`config.mk`:
```
export PLATFORM = sky130hd
export DESIGN_NAME = section_address_translator_core
export DESIGN_NICKNAME = d
export VERILOG_FILES = /design/src/hdl/sat_pkg.sv /design/src/hdl/sat_section_mem.sv /design/src/hdl/section_address_translator_core.sv
export SDC_FILE = /design/constraint.sdc
export NUM_CORES = 2
export LEC_CHECK = 0
export ABC_AREA = 1
export BUFFER_PORTS_ARGS = -buffer_cell sky130_fd_sc_hd__buf_4
export CORE_ASPECT_RATIO = 2
export CORE_UTILIZATION = 40
export DETAILED_ROUTE_END_ITERATION = 12
export GPL_TIMING_DRIVEN = 0
export PLACE_DENSITY = 0.54
export SETUP_SLACK_MARGIN = 0.3
export SLEW_MARGIN = 0
export SYNTH_ARGS = -nofsm -noshare
export SYNTH_HDL_FRONTEND = slang
export SYNTH_HIERARCHICAL = 1
export SYNTH_SLANG_ARGS = --single-unit
```
`constraint.sdc`:
```
create_clock -name clk -period 14.6 [get_ports clk]
set_input_delay 1.46 -clock clk [delete_from_list [all_inputs] [get_ports clk]]
set_output_delay 1.46 -clock clk [all_outputs]
set_load 0.03 [all_outputs]
```
`src/hdl/sat_pkg.sv`:
```
package sat_pkg;

	localparam int MAX_SECTIONS = 16;
	localparam int ADDR_W = (MAX_SECTIONS > 1) ? $clog2(MAX_SECTIONS) : 1;
	localparam int CNT_W = $clog2(MAX_SECTIONS + 1);

	localparam int CMD_W = 2;
	localparam int IDX_W = 4;
	localparam int ADR_W = 32;
	localparam int CFG_W = 5;
	localparam int S_TDATA_W = 136;

	localparam logic [CMD_W-1:0] CMD_WRITE = 2'd0;
	localparam logic [CMD_W-1:0] CMD_V2F = 2'd1;
	localparam logic [CMD_W-1:0] CMD_F2V = 2'd2;

	// one section: virtual base, raw pointer, raw size
	typedef struct packed {
		logic [ADR_W-1:0] size;
		logic [ADR_W-1:0] raw;
		logic [ADR_W-1:0] virt;
	} sec_entry_t;

	typedef struct packed {
		logic en;
		logic [ADDR_W-1:0] addr;
		sec_entry_t data;
	} mem_wr_t;

	typedef struct packed {
		logic en;
		logic [ADDR_W-1:0] addr;
	} mem_rd_t;

endpackage

```
`src/hdl/sat_section_mem.sv`:
```
module sat_section_mem (
	input logic clk,
	input logic arst_n,
	input sat_pkg::mem_wr_t wr,
	input sat_pkg::mem_rd_t rd,
	output sat_pkg::sec_entry_t rd_data
);

	sat_pkg::sec_entry_t mem [sat_pkg::MAX_SECTIONS];
	logic [sat_pkg::MAX_SECTIONS-1:0] valid_q;
	sat_pkg::sec_entry_t data_q;
	logic vld_rd_q;

	// entry storage, registered read
	always_ff @(posedge clk) begin
		if (wr.en) begin
			mem[wr.addr] <= wr.data;
		end
		if (rd.en) begin
			data_q <= mem[rd.addr];
		end
	end

	// valid bits: a never-written entry reads as all zeros
	always_ff @(posedge clk or negedge arst_n) begin
		if (!arst_n) begin
			valid_q <= '0;
			vld_rd_q <= 1'b0;
		end else begin
			if (wr.en) begin
				valid_q[wr.addr] <= 1'b1;
			end
			if (rd.en) begin
				vld_rd_q <= valid_q[rd.addr];
			end
		end
	end

	assign rd_data = vld_rd_q ? data_q : '0;

endmodule

```
`src/hdl/section_address_translator_core.sv`:
```
// section address translator
//
// channels
//   cfg    : write of section_count (number of active table entries), always ready
//   s_axis : one request per item; tuser carries the command (write entry,
//            virtual to file offset, file offset to virtual)
//   m_axis : exactly one result per request, result_addr in tdata, hit in tuser
//
// request flow
//   one request in work at a time, the next one taken the cycle after its result
//   is registered. a write, an unused command, a header address or an empty
//   table goes straight to its result without a table walk. a translation
//   reads one entry per cycle through the registered table read and stops at
//   the first matching entry, or on a miss after the last active entry
//
// reset
//   arst_n clears the table (valid bits), section_count and all handshakes
// stalls
//   the result sits in an output register; the next request is taken while it
//   waits, and a new result is held back until the output register is free
module section_address_translator_core (
	input logic clk,
	input logic arst_n,

	// config write channel
	input logic cfg_valid,
	output logic cfg_ready,
	input logic [sat_pkg::CFG_W-1:0] cfg_data, // section_count

	// request channel
	input logic s_tvalid,
	output logic s_tready,
	// tdata from bit 0: entry_index[3:0], virt_base[35:4], raw_base[67:36],
	// raw_length[99:68], query_addr[131:100], zero pad[135:132]
	input logic [sat_pkg::S_TDATA_W-1:0] s_tdata,
	input logic [sat_pkg::CMD_W-1:0] s_tuser, // cmd

	// result channel
	output logic m_tvalid,
	input logic m_tready,
	output logic [sat_pkg::ADR_W-1:0] m_tdata, // result_addr
	output logic m_tuser // hit
);

	typedef enum logic [1:0] {
		ST_IDLE,
		ST_WALK,
		ST_DONE
	} state_t;

	state_t state_q;

	// request fields
	logic [sat_pkg::IDX_W-1:0] in_idx;
	logic [sat_pkg::ADR_W-1:0] in_virt, in_raw, in_len, in_query;
	assign in_idx = s_tdata[3:0];
	assign in_virt = s_tdata[35:4];
	assign in_raw = s_tdata[67:36];
	assign in_len = s_tdata[99:68];
	assign in_query = s_tdata[131:100];

	logic [sat_pkg::CFG_W-1:0] count_q;
	logic [sat_pkg::ADR_W-1:0] raw0_q; // copy of entry 0 raw pointer for the header test

	logic [sat_pkg::ADR_W-1:0] query_q;
	logic f2v_q; // direction: file offset to virtual
	logic [sat_pkg::CNT_W-1:0] n_q;
	logic [sat_pkg::CNT_W-1:0] issue_q;
	logic pend_s1; // read data for the previous issue is on rd_data
	logic [sat_pkg::ADR_W-1:0] res_q;
	logic hit_q;

	logic m_tvalid_q;
	logic [sat_pkg::ADR_W-1:0] m_tdata_q;
	logic m_tuser_q;

	sat_pkg::mem_wr_t wr;
	sat_pkg::mem_rd_t rd;
	sat_pkg::sec_entry_t rd_data;

	logic s_acc;
	logic idx_ok;
	logic out_free;
	logic [sat_pkg::CNT_W-1:0] n_clamp;

	// translation datapath on the entry just read
	logic [sat_pkg::ADR_W-1:0] base, other, end_addr, rebased;
	logic match;

	assign cfg_ready = 1'b1;
	assign s_tready = (state_q == ST_IDLE);
	assign s_acc = s_tvalid && s_tready;
	assign out_free = !m_tvalid_q || m_tready;

	assign idx_ok = 32'(in_idx) < 32'(sat_pkg::MAX_SECTIONS);
	// a count above the table depth acts as the depth
	assign n_clamp = (32'(count_q) > 32'(sat_pkg::MAX_SECTIONS)) ?
		sat_pkg::CNT_W'(sat_pkg::MAX_SECTIONS) : sat_pkg::CNT_W'(count_q);

	always_comb begin
		wr.en = s_acc && (s_tuser == sat_pkg::CMD_WRITE) && idx_ok;
		wr.addr = sat_pkg::ADDR_W'(in_idx);
		wr.data.virt = in_virt;
		wr.data.raw = in_raw;
		wr.data.size = in_len;
		rd.en = (state_q == ST_WALK) && (issue_q < n_q);
		rd.addr = issue_q[sat_pkg::ADDR_W-1:0];
	end

	always_comb begin
		base = f2v_q ? rd_data.raw : rd_data.virt;
		other = f2v_q ? rd_data.virt : rd_data.raw;
		end_addr = base + rd_data.size; // wraps; a wrapped range matches nothing
		match = (query_q >= base) && (query_q < end_addr);
		rebased = (query_q - base) + other;
	end

	sat_section_mem u_mem (
		.clk (clk),
		.arst_n (arst_n),
		.wr (wr),
		.rd (rd),
		.rd_data (rd_data)
	);

	always_ff @(posedge clk or negedge arst_n) begin
		if (!arst_n) begin
			state_q <= ST_IDLE;
			count_q <= '0;
			raw0_q <= '0;
			issue_q <= '0;
			pend_s1 <= 1'b0;
			m_tvalid_q <= 1'b0;
		end else begin
			if (cfg_valid && cfg_ready) begin
				count_q <= cfg_data;
			end
			if (wr.en && (in_idx == '0)) begin
				raw0_q <= in_raw;
			end
			// load a new result or drop the one just taken
			if (state_q == ST_DONE && out_free) begin
				m_tvalid_q <= 1'b1;
			end else if (m_tready) begin
				m_tvalid_q <= 1'b0;
			end
			unique case (state_q)
				ST_IDLE: begin
					issue_q <= '0;
					pend_s1 <= 1'b0;
					if (s_acc) begin
						if ((s_tuser == sat_pkg::CMD_V2F || s_tuser == sat_pkg::CMD_F2V)
							&& (in_query >= raw0_q) && (n_clamp != '0)) begin
							state_q <= ST_WALK;
						end else begin
							state_q <= ST_DONE;
						end
					end
				end
				ST_WALK: begin
					if (rd.en) begin
						issue_q <= issue_q + 1'b1;
					end
					// first match wins; a miss ends after the last entry is tested
					if (pend_s1 && (match || (issue_q >= n_q))) begin
						state_q <= ST_DONE;
						pend_s1 <= 1'b0;
					end else begin
						pend_s1 <= rd.en;
					end
				end
				ST_DONE: begin
					if (out_free) begin
						state_q <= ST_IDLE;
					end
				end
				default: begin
					state_q <= ST_IDLE;
				end
			endcase
		end
	end

	// request and result payload
	always_ff @(posedge clk) begin
		if (s_acc) begin
			query_q <= in_query;
			f2v_q <= (s_tuser == sat_pkg::CMD_F2V);
			n_q <= n_clamp;
			if ((s_tuser == sat_pkg::CMD_V2F || s_tuser == sat_pkg::CMD_F2V)
				&& (in_query < raw0_q)) begin
				// header address passes through
				res_q <= in_query;
				hit_q <= 1'b1;
			end else begin
				res_q <= '0;
				hit_q <= 1'b0;
			end
		end
		if (state_q == ST_WALK && pend_s1 && match) begin
			res_q <= rebased;
			hit_q <= 1'b1;
		end
		if (state_q == ST_DONE && out_free) begin
			m_tdata_q <= res_q;
			m_tuser_q <= hit_q;
		end
	end

	assign m_tvalid = m_tvalid_q;
	assign m_tdata = m_tdata_q;
	assign m_tuser = m_tuser_q;

	// a miss or a write always reports a zero address
	assert property (@(posedge clk) disable iff (!arst_n)
		(m_tvalid && !m_tuser) |-> (m_tdata == '0))
		else $error("miss result with nonzero address");

	// a table write never starts a walk
	assert property (@(posedge clk) disable iff (!arst_n)
		(s_tvalid && s_tready && s_tuser == sat_pkg::CMD_WRITE) |=> (state_q == ST_DONE))
		else $error("write request did not go straight to result");

	// no new request while table data is still in flight
	assert property (@(posedge clk) disable iff (!arst_n)
		pend_s1 |-> !s_tready)
		else $error("request accepted during table walk");

	// pending read data always follows an issued read
	assert property (@(posedge clk) disable iff (!arst_n)
		pend_s1 |-> (issue_q != '0))
		else $error("pending read without an issued address");

endmodule

```
==> flow_summary.toml <==
[status]
status = "finished, violations left"
violations = "capacitance limit"

[die]
die_h_um = 624
start_util_pct = 40.2
die_w_um = 313
pin_count = 184
die_area_um2 = 195000
core_region_area_um2 = 193000
row_count = 228

[cells_and_area]
drive_gt1_share_pct = 9.50
area_delta_synth_final_pct = 14.5
final_util_pct = 46.0
final_cell_count_no_fill = 9574
nets = 7264

[route]
vias = 52900
first_pass_iters = 6
drc = 0
wl_per_cell_um = 28.1
wl_um = 269000
routed_via_density = 5.53
drt_iter0_drc = 4110
antenna_left = 0

[timing]
tns_ns = 0
setup_violations = 0
relSlewSlack_pct = 0.194
fin_crit_ns = 8.19
timing.fmax_ghz = 0.122
fin_skew_ns = 0.0449
slew_viol_final = 0
hold_viol_final = 0
fin_crit_sh_pct = 56.1
worst_slew_pin_slew_ns = 1.50
rsz0062_at_grt = "no"

[synthesis]
syn-cell-area_um2 = 77400
netlist_instances = 6502
syn-num-nets = 6848
yosysWarnings = 6
synth_seq_cells = 1799
ys_seq_area_share_pct = 69.4
synth_cell_types = 52
syn_area_per_cell_um2 = 11.9

[clocking]
clk_transition_reported_paths_ns = 0.07
htreeDepth = 4
cts_resized = 0
post_cts_buffers = 0
ctsHoldBuffers = 0
clock_sinks = 1799
clock_latency_ns = 0.82
cts-root-buf = "clkbuf_16"
cts_buffer_depth = 4
cts_tree = "yes"
cts_buffers = 165

[worst_setup_path]
worstRegToRegCells = 25
startpoint = "u_mem/vld_rd_q"
start_kind = "flop"
critical_path.endpoint = "res_q[4]"
critPathMaxFanout = 32
arrival_ns = 8.53
crit_top_cell = "nand2_1"
cp_slowest_stage_delay_ns = 1.09
critPathKind = "flop to flop"
reg2reg_setup_slack_ns = 6.41
r2r_end = "res_q[4]"
worstPathRequired_ns = 14.94
worst_path_max_delay_cell = "clkbuf_1"
r2r_start = "u_mem/vld_rd_q"
cp-end-kind = "flop"

[power_and_ir_drop]
p_int_mw = 9.37
powerDensity_nw_per_um2 = 161
p_switching_mw = 4.91
power_leakage_nw = 30.9
switching_share_pct = 34.4
ir_drop_mv = 0.0989
power_frac_seq_pct = 41.9
combPwrFrac_pct = 28.4
clkPwrFrac_pct = 29.8

[global_routing]
grt_pass1_vias = 53400
grt_pass1_wl_um = 375000
grt_max_degree = 64
antenna_found_initial = 11
grt_use_total_pct = 27.2
grt-ovfl-total = 0

[place]
portBuffers = 177
place.gp.congestion = 0.933
hpwl_um = 201000
dp.cells = 9281

[worst_hold_path]
hp-class = "flop to flop"

[run]
drv_cap = 1
-- worst min-delay path by stage --
stage,cells after the start,slack (ns),from,end
floorplan,0,0.40,res_q[0],m_tdata[0]
finish,0,0.42,res_q[1],m_tdata[1]
global placement,0,0.40,res_q[27],m_tdata[27]
global route,0,0.43,res_q[3],m_tdata[3]
CTS,0,0.42,res_q[0],m_tdata[0]
detailed placement,0,0.41,res_q[0],m_tdata[0]
-- registers in the layout, summed over array words and instances, names as in the netlist, 2 cells and up --
| register | count |
|---|---|
| raw0_q | 32 |
| query_q | 32 |
| res_q | 32 |
| m_tdata | 32 |
| u_mem/mem | 1536 |
| u_mem/data_q | 96 |
| count_q | 5 |
| issue_q | 5 |
| n_q | 5 |
| state_q | 2 |
| u_mem/valid_q | 16 |
-- cells by family (layout without fill, tap and decap cells) --
group / count (synthesis) / in the layout / share of synthesized area (%)
DFF: 1799 / 1799 / 69.4
muxes: 1 / 1 / 0.0145
xor gates and xnor gates: 48 / 48 / 0.543
adders and majority gates: 198 / 198 / 3.51
AOI/OAI and AO/OA: 1478 / 1478 / 11.0
and+or+nand+nor: 2276 / 2276 / 11.7
other: 1 / 5 / 0.00484
buffers and inverters: 701 / 1239 / 3.85
-- metrics by stage --
stage / hold slack (ns) / area [um^2] / power (mW) / setup slack (ns)
2_1_floorplan: 0.400 / 77400 / 8.49 / 7.53
3_3_place_gp: 0.401 / 81900 / 10.1 / 1.94
3_5_place_dp: 0.406 / 83500 / 10.1 / 6.77
4_1_cts: 0.423 / 88600 / 14.4 / 6.73
5_1_grt: 0.427 / 88600 / 14.9 / 6.32
6_report: 0.422 / 88600 / 14.3 / 6.41
-- area by class of cell --
cell class	count	area, um^2
repair buffers	249	2810
flip-flops and latches	1799	53700
multi-input cells	4002	20900
fillers	17500	104000
clock inverters	61	542
diodes	4	10.0
clock buffers	228	4560
plain buffers	365	1720
well taps	2530	3170
inverters	336	1260
-- placed cells by master (no fill, tap or decap), types with 24 or more instances in the layout --
cell type,count
o211ai_1,388
nand3_1,290
buf_12,62
edfxtp_1,1735
buf_1,29
clkbuf_1,241
buf_2,99
xor2_1,32
a21oi_1,123
ha_1,166
nor2_1,1267
clkbuf_16,170
nand2_1,630
inv_1,330
clkinv_1,24
buf_4,198
dfrtp_1,63
o21ai_0,673
o21ai_1,251
fa_1,32
-- critical path, delay by kind of cell, from the launching register on --
kind / cells / cell delay (ns)
flip-flops: 1 / 0.40
adder cells (fa/ha/maj): 2 / 0.60
AND/OR/NAND/NOR: 11 / 2.62
buffers and inverters: 7 / 2.49
AO/OA/AOI/OAI: 4 / 1.39
XOR/XNOR: 1 / 0.14
-- power by group through the flow --
stage          Sequential, mW  Combinational, mW  Clock [mW]
6_report                 5.98               4.05        4.25
5_1_grt                  5.99               4.40        4.49
4_1_cts                  5.98               4.05        4.32
3_5_place_dp             6.09               4.04           0
3_3_place_gp             6.11               3.98           0
2_1_floorplan            6.12               2.36           0
-- synth_stat cells, drive strengths merged --
cell / number / share of area, %
ha: 166 / 2.7
nand2: 632 / 3.1
nor3: 18 / 0.12
nand3b: 5 / 0.048
xor2: 32 / 0.36
dfrtp: 63 / 2.0
o21a: 6 / 0.058
a221oi: 1 / 0.011
o31ai: 2 / 0.019
buf: 167 / 1.3
nor4: 7 / 0.065
o221a: 1 / 0.015
or4: 1 / 0.0097
edfxtp: 1735 / 67
o21ai: 926 / 6.0
nand3: 294 / 1.9
or2: 18 / 0.15
nor2: 1288 / 6.3
o211ai: 388 / 3.8
xnor2: 16 / 0.18
inv: 336 / 1.6
o21bai: 8 / 0.082
and3: 2 / 0.016
a31oi: 5 / 0.040
a21boi: 4 / 0.039
a21oi: 124 / 0.81
mux2: 1 / 0.015
clkbuf: 198 / 0.96
a21o: 10 / 0.097
fa: 32 / 0.83
a22o: 1 / 0.011
nand4: 11 / 0.097
a211oi: 1 / 0.0097
conb: 1 / 0.0048
o221ai: 1 / 0.011
dfxtp: 1 / 0.026
-- metal layers --
metal,routed length [um],up-vias,global-route usage [%]
met1,85300,26400,25.9
li1,-,24000,-
met3,11400,719,2.73
met2,147000,1789,51.7
met5,54,-,0
met4,26100,8,22.5
Power figures use the tool's default switching activity.
